$ cat src/rtcm3_fsc_pkg.sv
// Shared constants, types and CRC-24Q byte update for the RTCM3 frame checker.
package rtcm3_fsc_pkg;

    localparam int          MAX_PAYLOAD = 1023;

    localparam int          BYTE_W   = 8;
    localparam int          LEN_W    = 10;
    localparam int          CNT_W    = 11;
    localparam int          CRC_W    = 24;
    localparam int          HDR_W    = 16;
    localparam int          MSG_W    = 12;
    localparam int          SUB_W    = 4;
    localparam int          STAT_W   = 3;
    localparam int          DATA_W   = 32;
    localparam int          ADDR_W   = 3;

    localparam logic [BYTE_W-1:0] SYNC_BYTE = 8'hD3;
    localparam logic [CRC_W-1:0]  CRC_POLY  = 24'h864CFB;

    localparam logic [MSG_W-1:0]  EXP_MSG_RESET  = 12'd4095;
    localparam logic [HDR_W-1:0]  SUB_MASK_RESET = 16'd160;

    // register index is paddr[2]
    localparam logic REG_EXP_MSG  = 1'b0;
    localparam logic REG_SUB_MASK = 1'b1;

    typedef enum logic [STAT_W-1:0] {
        ST_OK    = 3'd0,
        ST_CRC   = 3'd1,
        ST_MSG   = 3'd2,
        ST_SUB   = 3'd3,
        ST_SHORT = 3'd4
    } t_status;

    function automatic logic [CRC_W-1:0] crc24q_byte(input logic [CRC_W-1:0] crc,
                                                     input logic [BYTE_W-1:0] b);
        logic [CRC_W-1:0] c;
        c = crc ^ {b, 16'h0000};
        for (int i = 0; i < BYTE_W; i++) begin
            if (c[CRC_W-1]) begin
                c = {c[CRC_W-2:0], 1'b0} ^ CRC_POLY;
            end else begin
                c = {c[CRC_W-2:0], 1'b0};
            end
        end
        return c;
    endfunction

endpackage

$ cat src/rtcm3_frame_sync_crc_checker_core.sv
// RTCM3 frame synchronizer with CRC-24Q check and message number/subtype filter.
// One stream word is taken per cycle and, while the output is not stalled, the block
// sustains one word every cycle: a word is registered in the input register, then
// the framing state, the byte-wide CRC-24Q update and the status logic act on it,
// and the status word is registered in the output register. The block hunts for 0xD3,
// reads a 10-bit payload length, runs CRC-24Q over header and payload, and after
// the three CRC bytes reports accepted, CRC error, short payload, wrong message
// number or unaccepted subtype, then hunts again from the next word (no rescan).
// The input stalls only while a finished status word waits on a stalled output.
module rtcm3_frame_sync_crc_checker_core (
    input  logic                                   i_clk,
    input  logic                                   i_rst_n,

    input  logic                                   i_valid,
    output logic                                   o_stall,
    input  logic [rtcm3_fsc_pkg::BYTE_W-1:0]       i_stream_byte,

    output logic                                   o_valid,
    input  logic                                   i_stall,
    output logic [rtcm3_fsc_pkg::STAT_W-1:0]       o_frame_status,
    output logic [rtcm3_fsc_pkg::MSG_W-1:0]        o_msg_number,
    output logic [rtcm3_fsc_pkg::SUB_W-1:0]        o_msg_subtype,
    output logic [rtcm3_fsc_pkg::LEN_W-1:0]        o_payload_length,

    input  logic                                   psel,
    input  logic                                   penable,
    input  logic                                   pwrite,
    input  logic [rtcm3_fsc_pkg::ADDR_W-1:0]       paddr,
    input  logic [rtcm3_fsc_pkg::DATA_W-1:0]       pwdata,
    output logic [rtcm3_fsc_pkg::DATA_W-1:0]       prdata,
    output logic                                   pready
);

    typedef enum logic [3:0] {
        PH_HUNT   = 4'b0001,
        PH_HDR_HI = 4'b0010,
        PH_HDR_LO = 4'b0100,
        PH_BODY   = 4'b1000
    } t_phase;

    // config
    logic [rtcm3_fsc_pkg::MSG_W-1:0]  r_exp_msg;
    logic [rtcm3_fsc_pkg::HDR_W-1:0]  r_sub_mask;

    // input register
    logic                              r_in_vld;
    logic [rtcm3_fsc_pkg::BYTE_W-1:0]  r_in_byte;

    // framing state
    t_phase                            r_phase,    n_phase;
    logic [rtcm3_fsc_pkg::CNT_W-1:0]   r_cnt,      n_cnt;
    logic [rtcm3_fsc_pkg::LEN_W-1:0]   r_len,      n_len;
    logic [rtcm3_fsc_pkg::CRC_W-1:0]   r_crc,      n_crc;
    logic [rtcm3_fsc_pkg::CRC_W-1:0]   r_rcrc,     n_rcrc;
    logic [rtcm3_fsc_pkg::HDR_W-1:0]   r_hdr,      n_hdr;

    // output register
    logic                              r_out_vld;
    rtcm3_fsc_pkg::t_status            r_status,   n_status;
    logic [rtcm3_fsc_pkg::MSG_W-1:0]   r_num,      n_num;
    logic [rtcm3_fsc_pkg::SUB_W-1:0]   r_sub,      n_sub;
    logic [rtcm3_fsc_pkg::LEN_W-1:0]   r_out_len;

    logic                              proc_en;
    logic                              res_vld;
    logic                              cfg_wr;
    logic [rtcm3_fsc_pkg::CRC_W-1:0]   crc_upd;
    logic [rtcm3_fsc_pkg::CNT_W-1:0]   cnt_inc;
    logic [rtcm3_fsc_pkg::LEN_W-1:0]   hdr_len;
    logic                              short_pl;

    assign proc_en = !r_out_vld || !i_stall;
    assign o_stall = r_in_vld && !proc_en;

    assign pready = 1'b1;
    assign cfg_wr = psel && penable && pwrite;

    always_comb begin
        prdata = '0;
        unique case (paddr[2])
            rtcm3_fsc_pkg::REG_EXP_MSG:  prdata[rtcm3_fsc_pkg::MSG_W-1:0] = r_exp_msg;
            rtcm3_fsc_pkg::REG_SUB_MASK: prdata[rtcm3_fsc_pkg::HDR_W-1:0] = r_sub_mask;
            default:                     prdata = '0;
        endcase
    end

    assign crc_upd  = rtcm3_fsc_pkg::crc24q_byte(r_crc, r_in_byte);
    assign cnt_inc  = r_cnt + 11'd1;
    assign hdr_len  = {r_hdr[9:8], r_in_byte};
    assign short_pl = (r_len < 10'd2);

    always_comb begin
        n_phase  = r_phase;
        n_cnt    = r_cnt;
        n_len    = r_len;
        n_crc    = r_crc;
        n_rcrc   = r_rcrc;
        n_hdr    = r_hdr;
        res_vld  = 1'b0;
        n_status = rtcm3_fsc_pkg::ST_OK;
        n_num    = short_pl ? '0 : r_hdr[15:4];
        n_sub    = short_pl ? '0 : r_hdr[3:0];
        if (r_in_vld && proc_en) begin
            unique case (r_phase)
                PH_HDR_HI: begin
                    n_crc   = crc_upd;
                    n_hdr   = {r_in_byte, 8'h00};
                    n_phase = PH_HDR_LO;
                end
                PH_HDR_LO: begin
                    n_crc   = crc_upd;
                    n_hdr   = {r_hdr[15:8], r_in_byte};
                    n_len   = hdr_len;
                    n_cnt   = '0;
                    n_rcrc  = '0;
                    n_phase = (32'(hdr_len) > 32'(rtcm3_fsc_pkg::MAX_PAYLOAD)) ?
                              PH_HUNT : PH_BODY;
                end
                PH_BODY: begin
                    if (r_cnt < {1'b0, r_len}) begin
                        n_crc = crc_upd;
                        if (r_cnt < 11'd2) begin
                            n_hdr = {r_hdr[7:0], r_in_byte};
                        end
                    end else begin
                        n_rcrc = {r_rcrc[15:0], r_in_byte};
                    end
                    n_cnt = cnt_inc;
                    if (cnt_inc == ({1'b0, r_len} + 11'd3)) begin
                        n_phase = PH_HUNT;
                        res_vld = 1'b1;
                        priority if (r_crc != n_rcrc) begin
                            n_status = rtcm3_fsc_pkg::ST_CRC;
                        end else if (short_pl) begin
                            n_status = rtcm3_fsc_pkg::ST_SHORT;
                        end else if (r_hdr[15:4] != r_exp_msg) begin
                            n_status = rtcm3_fsc_pkg::ST_MSG;
                        end else if (!r_sub_mask[r_hdr[3:0]]) begin
                            n_status = rtcm3_fsc_pkg::ST_SUB;
                        end else begin
                            n_status = rtcm3_fsc_pkg::ST_OK;
                        end
                    end
                end
                default: begin
                    n_phase = PH_HUNT;
                    if (r_in_byte == rtcm3_fsc_pkg::SYNC_BYTE) begin
                        n_crc   = rtcm3_fsc_pkg::crc24q_byte('0, r_in_byte);
                        n_hdr   = '0;
                        n_phase = PH_HDR_HI;
                    end
                end
            endcase
        end
    end

    always_ff @(posedge i_clk) begin
        if (!i_rst_n) begin
            r_exp_msg  <= rtcm3_fsc_pkg::EXP_MSG_RESET;
            r_sub_mask <= rtcm3_fsc_pkg::SUB_MASK_RESET;
        end else if (cfg_wr && pready) begin
            unique case (paddr[2])
                rtcm3_fsc_pkg::REG_EXP_MSG:  r_exp_msg  <= pwdata[rtcm3_fsc_pkg::MSG_W-1:0];
                rtcm3_fsc_pkg::REG_SUB_MASK: r_sub_mask <= pwdata[rtcm3_fsc_pkg::HDR_W-1:0];
                default: ;
            endcase
        end
    end

    always_ff @(posedge i_clk) begin
        if (!i_rst_n) begin
            r_in_vld <= 1'b0;
        end else if (!o_stall) begin
            r_in_vld <= i_valid;
        end
    end

    always_ff @(posedge i_clk) begin
        if (i_valid && !o_stall) begin
            r_in_byte <= i_stream_byte;
        end
    end

    always_ff @(posedge i_clk) begin
        if (!i_rst_n) begin
            r_phase <= PH_HUNT;
            r_cnt   <= '0;
            r_len   <= '0;
            r_crc   <= '0;
            r_rcrc  <= '0;
            r_hdr   <= '0;
        end else begin
            r_phase <= n_phase;
            r_cnt   <= n_cnt;
            r_len   <= n_len;
            r_crc   <= n_crc;
            r_rcrc  <= n_rcrc;
            r_hdr   <= n_hdr;
        end
    end

    always_ff @(posedge i_clk) begin
        if (!i_rst_n) begin
            r_out_vld <= 1'b0;
        end else if (proc_en) begin
            r_out_vld <= res_vld;
        end
    end

    always_ff @(posedge i_clk) begin
        if (res_vld) begin
            r_status  <= n_status;
            r_num     <= n_num;
            r_sub     <= n_sub;
            r_out_len <= r_len;
        end
    end

    assign o_valid          = r_out_vld;
    assign o_frame_status   = r_status;
    assign o_msg_number     = r_num;
    assign o_msg_subtype    = r_sub;
    assign o_payload_length = r_out_len;

endmodule

$ cat config.mk
export PLATFORM = sky130hd
export DESIGN_NAME = rtcm3_frame_sync_crc_checker_core
export DESIGN_NICKNAME = d
export VERILOG_FILES = /design/src/rtcm3_fsc_pkg.sv /design/src/rtcm3_frame_sync_crc_checker_core.sv
export SDC_FILE = /design/constraint.sdc
export NUM_CORES = 1
export LEC_CHECK = 0
export ABC_AREA = 1
export BUFFER_PORTS_ARGS = -buffer_cell sky130_fd_sc_hd__buf_2
export CAP_MARGIN = 25
export CORE_MARGIN = 2
export CORE_UTILIZATION = 54
export CTS_BUF_LIST = sky130_fd_sc_hd__clkbuf_4 sky130_fd_sc_hd__clkbuf_8
export CTS_CLUSTER_DIAMETER = 50
export CTS_CLUSTER_SIZE = 28
export DETAILED_ROUTE_END_ITERATION = 10
export GPL_TIMING_DRIVEN = 1
export PLACE_DENSITY = 0.81
export REMOVE_ABC_BUFFERS = 1
export SLEW_MARGIN = 20
export SYNTH_ARGS = -nofsm -noshare
export SYNTH_HDL_FRONTEND = slang
export SYNTH_SLANG_ARGS = --single-unit
$ cat constraint.sdc
create_clock -name i_clk -period 11.8 [get_ports i_clk]
set_input_delay 3.54 -clock i_clk [delete_from_list [all_inputs] [get_ports i_clk]]
set_output_delay 3.54 -clock i_clk [all_outputs]
set_load 0.1 [all_outputs]
==> results_dict.tcl, run 1 <==
set metrics [dict create \
    status "finished clean" \
    synth.distinct_cells 49 \
    cts_buffers 17 \
    dpl.cell_count 1593 \
    die_h_um 135.4 \
    grt_pass1_vias 7856 \
    syn_area_um2 9330 \
    rows 48 \
    htreeDepth 4 \
    rsz0062_at_grt "false" \
    coreArea_um2 17120 \
    syn2layout_area_growth_pct 9.561 \
    clk_pin_slew_ns 0.09 \
    slew_violations 0 \
    fin_crit_ns 8.486 \
    skew_ns 0.01512 \
    nets 1453 \
    max-clock-path-buffers 2 \
    maxCapViolCount 0 \
    worstPathArrival_ns 4.95 \
    syn_inst 1334 \
    finalHoldViolations 0 \
    grt_overflow_total 0 \
    antenna_found_initial 0 \
    post-cts-setup-buffers 0 \
    track_usage_pct 26.76 \
    via_per_inst 5.436 \
    period_share_pct 71.92 \
    final_cell_count_no_fill 1628 \
    drive_gt1_share_pct 12.54 \
    p_per_area_nw_per_um2 118.4 \
    firstDrtPassIters 6 \
    detail-route-antenna-nets 0 \
    ys_ff_latch 156 \
    start_util_pct 54.51 \
    fp.dieW_um 135.4 \
    ir_drop_mv 0.07987 \
    grt_pass1_wl_mm 38.70 \
    critPathKind "in2out" \
    cts-resized-gates 0 \
    endpoint_kind "primary output" \
    clock-sinks 156 \
    synth_top_area_share_pct 25.53 \
    vias 8849 \
    syn_avg_cell_area_um2 6.994 \
    crit_path_start_kind "input port" \
    p_leak_nw 4.596 \
    synth_flop_cell "dfxtp_1" \
    wl_per_cell_um 14.95 \
    insertion_delay_ns 0.48 \
    synthTopCellsByArea "dfxtp_1 26%, nand2_1 14%, edfxtp_1 12%" \
    fin_setup_tns_ns 0 \
    die_area_um2 18350 \
    synth-edff-count 37 \
    grt_max_degree 69 \
    yosys.area.top_type "dfxtp_1" \
    max_freq_mhz 117.8 \
    cts_root_buffer "clkbuf_8" \
    slew_headroom_pct 45.92 \
    drc_errors 0 \
    yosysSeqAreaShare_pct 37.44 \
    worst_pin_slew_ns 0.8082 \
    cts_tree "done" \
    yosysWarnings 0 \
    io_pins 114 \
    gp_congestion 0.9544 \
    dp_hpwl_mm 16.96 \
    wl_mm 24.34 \
    io_buffers 78 \
    path_max_fanout 19 \
    hp-class "reg2reg" \
    required_ns 8.26 \
    ys_async_sr_fraction_pct 0 \
    whs_ns 0.4715 \
    diodes 0 \
    first_iter_violations 872 \
    holdBufCountCts 0 \
    setup_viol 0 \
]
[area by class of cell]
type / instances / area [um2]
Fill cell: 1531 / 6894
Multi-Input combinational cell: 960 / 4911
Sequential cell: 156 / 3493
Inverter: 165 / 626.9
Timing Repair Buffer: 90 / 499.2
Tap cell: 225 / 281.5
Clock buffer: 17 / 234.0
Clock inverter: 15 / 176.4
[final timing paths]
kind              startpoint           endpoint  slack [ns]  depth (start not counted)
hold reg to reg   r_rcrc[18]         r_rcrc[18]        0.47                          2
setup reg to reg    r_len[6]  o_frame_status[0]        8.59                         18
hold / removal    r_rcrc[18]         r_rcrc[18]        0.47                          2
setup / recovery    paddr[2]          prdata[7]        3.31                          4
[stage by stage]
step	power [mW]	setup slack [ns]	instance area, um2	util, %
after floorplan	0.7477	2.249	9026	-
after global placement	0.7925	3.392	9763	57.04
after detailed placement	0.7963	3.333	9778	57.13
after CTS	1.209	3.314	10190	59.52
after global routing	1.253	3.163	10220	59.72
final	1.211	3.314	10220	59.72
[cell families (layout without fill, tap and decap cells)]
| family | after synthesis | after routing | share of synthesized area (%) |
|---|---|---|---|
| other | 2 | 17 | 0.08049 |
| adders and majority gates | 13 | 13 | 1.743 |
| and+or+nand+nor | 603 | 603 | 27.67 |
| DFF | 156 | 156 | 37.44 |
| xor gates and xnor gates | 82 | 82 | 8.489 |
| buffers and inverters | 233 | 287 | 10.58 |
| muxes | 1 | 1 | 0.1073 |
| AOI/OAI and AO/OA | 244 | 244 | 13.89 |
[layout by cell type, fill, tap and decap left out, types with 3 or more instances in the layout]
cell      instances
nand2_1         352
inv_1           148
dfxtp_1         119
nor2_1          112
a21oi_1          99
o21ai_0          94
nand3_1          78
buf_2            78
xor2_1           61
edfxtp_1         37
conb_1           17
clkbuf_8         17
o22ai_1          13
o21ai_1          13
ha_1             13
xnor2_1          12
nand4_1           9
inv_2             9
a211oi_1          9
buf_4             9
nand2_4           8
nor4_1            7
nand2_2           7
a31oi_1           7
nor2_2            6
clkinv_1          6
nor3_1            6
inv_6             5
nand3_2           5
xnor2_2           4
xor2_2            4
or2_2             4
inv_8             4
o211ai_1          3
clkinv_4          3
[critical path, cell delays in order]
cell and delay (ns):
buf_2 0.20, clkinv_1 0.42, o21ai_0 0.31, buf_2 0.46
[cells in the mapped netlist, types with 2 or more instances]
| library cell | n |
|---|---|
| ha_1 | 13 |
| or2_1 | 2 |
| buf_4 | 22 |
| nand3b_1 | 2 |
| or2_2 | 4 |
| nand4_1 | 9 |
| edfxtp_1 | 37 |
| o21ai_1 | 13 |
| nand3_1 | 78 |
| xor2_2 | 4 |
| clkinv_1 | 6 |
| o211ai_1 | 3 |
| clkbuf_1 | 33 |
| conb_1 | 2 |
| buf_2 | 11 |
| a21oi_1 | 99 |
| a211oi_1 | 9 |
| nand2_1 | 352 |
| nand2_2 | 7 |
| nor4_1 | 7 |
| nor3_1 | 6 |
| dfxtp_1 | 119 |
| nor2_1 | 114 |
| xnor2_2 | 4 |
| nand2_4 | 8 |
| nor2_2 | 4 |
| nand3_2 | 5 |
| o22ai_1 | 13 |
| nor3_2 | 2 |
| a21oi_2 | 2 |
| inv_2 | 9 |
| xor2_1 | 61 |
| a31oi_1 | 7 |
| xnor2_1 | 12 |
| inv_1 | 148 |
| o21ai_0 | 94 |
[report_power, final]
part / switching (mW) / leakage (nW) / internal (mW)
sequential: 0.0114 / 1.31 / 0.553
clock: 0.242 / 0.205 / 0.179
combinational: 0.164 / 3.08 / 0.0618
[sequential cells by signal (all words and copies together), names as in the netlist]
| register | cells |
|---|---|
| r_len | 10 |
| o_payload_length | 10 |
| r_sub_mask | 16 |
| r_in_byte | 8 |
| r_crc | 24 |
| o_msg_subtype | 4 |
| r_phase | 4 |
| r_in_vld | 1 |
| r_rcrc | 24 |
| o_msg_number | 12 |
| r_cnt | 11 |
| r_hdr | 16 |
| o_frame_status | 3 |
| o_valid | 1 |
| r_exp_msg | 12 |
[routing by layer]
metal | share of wire [%] | global-route usage [%] | wire (um) | up-vias
li1 | - | - | - | 4373
met1 | 43 | 37.10 | 10550 | 4003
met2 | 46 | 41.88 | 11100 | 417
met3 | 8.7 | 4.452 | 2119 | 56
met4 | 2.3 | 10.53 | 564 | 0
met5 | 0 | 0 | 0 | -
No activity file was read; power rests on OpenSTA's default activity.
==> inputs of run 2 (changes only) <==
--- a/config.mk
+++ b/config.mk
@@ -15,7 +15,7 @@
 export CTS_CLUSTER_SIZE = 28
 export DETAILED_ROUTE_END_ITERATION = 10
 export GPL_TIMING_DRIVEN = 1
-export PLACE_DENSITY = 0.81
+export PLACE_DENSITY = 0.84
 export REMOVE_ABC_BUFFERS = 1
 export SLEW_MARGIN = 20
 export SYNTH_ARGS = -nofsm -noshare
==> constraint.sdc (replaced) <==
create_clock -name i_clk -period 6.8 [get_ports i_clk]
set_input_delay 2.04 -clock i_clk [delete_from_list [all_inputs] [get_ports i_clk]]
set_output_delay 2.04 -clock i_clk [all_outputs]
set_load 0.1 [all_outputs]
==> run 2 against run 1 <==
Against the previous run:
- die area stayed put
- setup slack got worse by 2.1 ns
- wire length decreased by 1.9%
==> results_dict.tcl, run 2 (synthesis results as in run 1) <==
set metrics [dict create \
    crit_path_start_kind "input port" \
    cts_root_buffer "clkbuf_8" \
    required_ns 4.76 \
    detail-route-antenna-nets 0 \
    path_max_fanout 19 \
    diodes 0 \
    grt_pass1_vias 7800 \
    clock-sinks 156 \
    fin_setup_tns_ns 0 \
    drc_errors 0 \
    vias 8758 \
    start_util_pct 54.51 \
    nets 1453 \
    p_leak_nw 4.601 \
    reg2reg_setup_slack_ns 3.67 \
    crit_end "prdata[3]" \
    p_per_area_nw_per_um2 204.8 \
    setup_viol 0 \
    slew_headroom_pct 48.48 \
    holdBufCountCts 0 \
    insertion_delay_ns 0.46 \
    maxCapViolCount 0 \
    cp-startpoint "paddr[2]" \
    finalHoldViolations 0 \
    period_share_pct 82.49 \
    post-cts-setup-buffers 0 \
    io_pins 114 \
    first_iter_violations 933 \
    rows 48 \
    die_h_um 135.4 \
    worstPathArrival_ns 3.57 \
    io_buffers 78 \
    fillCellCount 1517 \
    fin_crit_ns 5.609 \
    critPathKind "in2out" \
    r2r-start "r_len[8]" \
    wl_per_cell_um 14.66 \
    max_freq_mhz 178.3 \
    hp-class "reg2reg" \
    status "finished clean" \
    firstDrtPassIters 6 \
    layout_commonest_cell "nand2_1" \
    cts_buffers 17 \
    track_usage_pct 26.37 \
    cts-resized-gates 0 \
    wl_mm 23.87 \
    reg_top3 "r_crc x24, r_rcrc x24" \
    die_area_um2 18350 \
    grt_pass1_wl_mm 38.38 \
    gp_congestion 0.9460 \
    reg2reg_depth 18 \
    htreeDepth 4 \
    dpl.cell_count 1594 \
    layout_common_cells "352 x nand2_1, 148 x inv_1, 119 x dfxtp_1, 112 x nor2_1, 99 x a21oi_1" \
    cts_tree "done" \
    ir_drop_mv 0.1485 \
    final_cell_count_no_fill 1628 \
    clk_pin_slew_ns 0.08 \
    timing.rr.end "o_frame_status[0]" \
    rsz0062_at_grt "false" \
    dp_hpwl_mm 16.82 \
    max-clock-path-buffers 2 \
    antenna_found_initial 0 \
    syn2layout_area_growth_pct 9.535 \
    via_per_inst 5.380 \
    grt_overflow_total 0 \
    slew_violations 0 \
    worst_pin_slew_ns 0.7700 \
    grt_max_degree 69 \
    coreArea_um2 17120 \
    fp.dieW_um 135.4 \
    drive_gt1_share_pct 12.54 \
    endpoint_kind "primary output" \
    skew_ns 0.01085 \
]
## run 2: cell count changes in the layout (fill, tap and decap cells not counted)
cell,delta
clkbuf_4,+3
inv_8,-3
buf_4,+2
buf_8,-2
clkinv_8,-2
inv_6,-2
buf_16,+1
buf_6,-1
bufinv_16,+1
clkbuf_8,+1
clkinv_2,+1
clkinv_4,+1
## run 2: critical path, stage by stage
cell and delay (ns):
buf_2 0.21, clkinv_1 0.47, o21ai_0 0.37, buf_2 0.48
## run 2: power breakdown
part	switching [mW]	total, mW	internal (mW)
Clock	0.369	0.723	0.354
Combinational	0.285	0.392	0.107
Sequential	0.0197	0.978	0.959
## run 2: worst min-delay path by stage
stage,from,end,slack [ns],depth (start not counted)
global placement,r_rcrc[2],r_rcrc[2],0.45,2
CTS,r_rcrc[5],r_rcrc[5],0.47,2
global route,r_rcrc[11],r_rcrc[11],0.48,2
finish,r_rcrc[3],r_rcrc[3],0.47,2
detailed placement,r_rcrc[7],r_rcrc[7],0.46,2
floorplan,r_sub_mask[1],r_sub_mask[1],0.44,2
## run 2: metal layers
metal | part of all wire [%] | global-route usage (%)
met2 | 45 | 40.78
met4 | 2.7 | 10.59
met5 | 0 | 0
met1 | 44 | 36.46
met3 | 8.1 | 5.013
## run 2: stage by stage
step / utilization, % / cell area, um2 / power, mW / hold WS, ns / worst slack, ns
finish: 59.71 / 10220 / 2.093 / 0.4673 / 1.191
global route: 59.71 / 10220 / 2.165 / 0.4826 / 1.031
CTS: 59.50 / 10180 / 2.089 / 0.4697 / 1.234
detailed placement: 57.13 / 9778 / 1.382 / 0.4557 / 1.243
global placement: 57.13 / 9778 / 1.374 / 0.4518 / 1.306
floorplan: - / 9026 / 1.298 / 0.4352 / 0.2490
## run 2: layout make-up
type                            count  area (um2)  area share, %
Timing Repair Buffer               90       500.5          4.897
Sequential cell                   156        3493          34.18
Inverter                          165       626.9          6.134
Tap cell                          225       281.5          2.755
Clock inverter                     11       136.4          1.334
Multi-Input combinational cell    960        4911          48.05
Clock buffer                       21       270.3          2.644
==> inputs of run 3 (changes only) <==
==> constraint.sdc (replaced) <==
create_clock -name i_clk -period 5 [get_ports i_clk]
set_input_delay 1.5 -clock i_clk [delete_from_list [all_inputs] [get_ports i_clk]]
set_output_delay 1.5 -clock i_clk [all_outputs]
set_load 0.1 [all_outputs]
==> run 3 against run 2 <==
Against the previous run:
- sequential share of layout area rose by 0.059 points
- clock skew rose by 0.0063 ns
- die area did not move
- hold slack got worse by 0.0013 ns
- sequential cell count did not move
- wire length rose by 1.9%
- via count rose by 1.6%
- non-clock buffer count rose by 1
- critical path type unchanged
- critical endpoint is now prdata[1]
- highest routed layer unchanged
==> results_dict.tcl, run 3 (synthesis results as in run 1) <==
set metrics [dict create \
    rows 48 \
    endpoint_kind "primary output" \
    rsz0062_at_grt "false" \
    dp_hpwl_mm 17.10 \
    fin_ws_ns 0.4851 \
    grt_pass1_wl_mm 38.96 \
    post-cts-setup-buffers 0 \
    max-clock-path-buffers 2 \
    wl_per_cell_um 14.93 \
    die_h_um 135.4 \
    diodes 0 \
    cts_root_buffer "clkbuf_8" \
    r2r-start "r_len[8]" \
    io_buffers 78 \
    layout_commonest_cell "nand2_1" \
    cp-startpoint "paddr[2]" \
    firstDrtPassIters 7 \
    grt_pass1_vias 7932 \
    p_per_area_nw_per_um2 279.6 \
    wl_mm 24.32 \
    htreeDepth 4 \
    detail-route-antenna-nets 0 \
    design_area_um2 10200 \
    antenna_found_initial 0 \
    timing.rr.end "o_frame_status[0]" \
    coreArea_um2 17120 \
    post_dp_cell_area_um2 9793 \
    pre_cts_slack_ns 0.5439 \
    vias 8898 \
    track_usage_pct 26.96 \
    hp-class "reg2reg" \
    first_iter_violations 1015 \
    whs_ns 0.4660 \
    drive_gt1_share_pct 12.61 \
    worst_pin_slew_ns 0.7607 \
    reg2reg_depth 16 \
    via_per_inst 5.462 \
    slew_headroom_pct 49.10 \
    cts_buffers 17 \
    holdBufCountCts 0 \
    skew_ns 0.01720 \
    setup_viol 0 \
    maxCapViolCount 0 \
    crit_end "prdata[1]" \
    slew_violations 0 \
    cts_tree "done" \
    fin_crit_ns 4.515 \
    dpl.cell_count 1596 \
    insertion_delay_ns 0.48 \
    path_max_fanout 19 \
    fp.dieW_um 135.4 \
    grt_overflow_total 0 \
    nets 1454 \
    grt_max_degree 68 \
    clock-sinks 156 \
    die_area_um2 18350 \
    required_ns 3.50 \
    worstPathArrival_ns 3.01 \
    critPathKind "in2out" \
    cts-resized-gates 0 \
    crit_path_start_kind "input port" \
    syn2layout_area_growth_pct 9.347 \
    max_freq_mhz 221.5 \
    clk_pin_slew_ns 0.08 \
    ir_drop_mv 0.1783 \
    gp_congestion 0.9780 \
    final_cell_count_no_fill 1629 \
    layout_common_cells "352 x nand2_1, 148 x inv_1, 119 x dfxtp_1, 112 x nor2_1, 99 x a21oi_1" \
    io_pins 114 \
    start_util_pct 54.51 \
    status "finished clean" \
    reg2reg_setup_slack_ns 1.55 \
    period_share_pct 90.30 \
    p_leak_nw 4.596 \
    fillCellCount 1549 \
    fin_setup_tns_ns 0 \
    drc_errors 0 \
    finalHoldViolations 0 \
    reg_top3 "r_crc x24, r_rcrc x24" \
]
[run 3: changes by cell type in the layout (fill, tap and decap cells not counted), sizes merged]
cell,before,now
buf,90,91
clkinvlp,1,0
clkinv,11,13
clkbuf,21,18
inv,162,164
[run 3: worst min path at each step]
stage | start | to | slack, ns | depth (start not counted)
3_5_place_dp | r_sub_mask[1] | r_sub_mask[1] | 0.45 | 2
5_1_grt | r_rcrc[9] | r_rcrc[9] | 0.48 | 2
6_report | r_rcrc[3] | r_rcrc[3] | 0.47 | 2
3_3_place_gp | r_rcrc[18] | r_rcrc[18] | 0.45 | 2
4_1_cts | r_sub_mask[1] | r_sub_mask[1] | 0.47 | 2
2_1_floorplan | r_sub_mask[1] | r_sub_mask[1] | 0.44 | 2
[run 3: critical path: stages]
cell	delay, ns
buf_2	0.20
clkinv_1	0.44
o21ai_0	0.39
buf_2	0.48
[run 3: per-layer routing]
| layer | GRT usage [%] | wire, um | vias to the layer above |
|---|---|---|---|
| met1 | 36.55 | 10590 | 4048 |
| met5 | 0 | 0 | - |
| met3 | 5.051 | 2046 | 57 |
| li1 | - | - | 4369 |
| met2 | 42.78 | 10960 | 424 |
| met4 | 10.53 | 722 | 0 |
[run 3: layout make-up]
type	instances	area (um2)	area share, %
timing repair buffer	91	488.0	4.783
tap	225	281.5	2.759
inverter	165	626.9	6.144
clock inverter	14	160.2	1.570
multi-input combinational	960	4911	48.14
sequential	156	3493	34.24
clock buffer	18	241.5	2.367
[run 3: through the flow]
step                      total power [mW]  utilization, %
after floorplan                      1.765               -
after global placement               1.871           57.21
after detailed placement             1.881           57.21
after CTS                            2.851           59.56
after global routing                 2.950           59.61
final                                2.853           59.61
[run 3: power breakdown]
part           internal, mW  total [mW]  leakage [nW]  switching (mW)
clock network         0.460       0.988         0.208           0.528
registers              1.30        1.33          1.31          0.0265
logic                 0.146       0.534          3.08           0.388
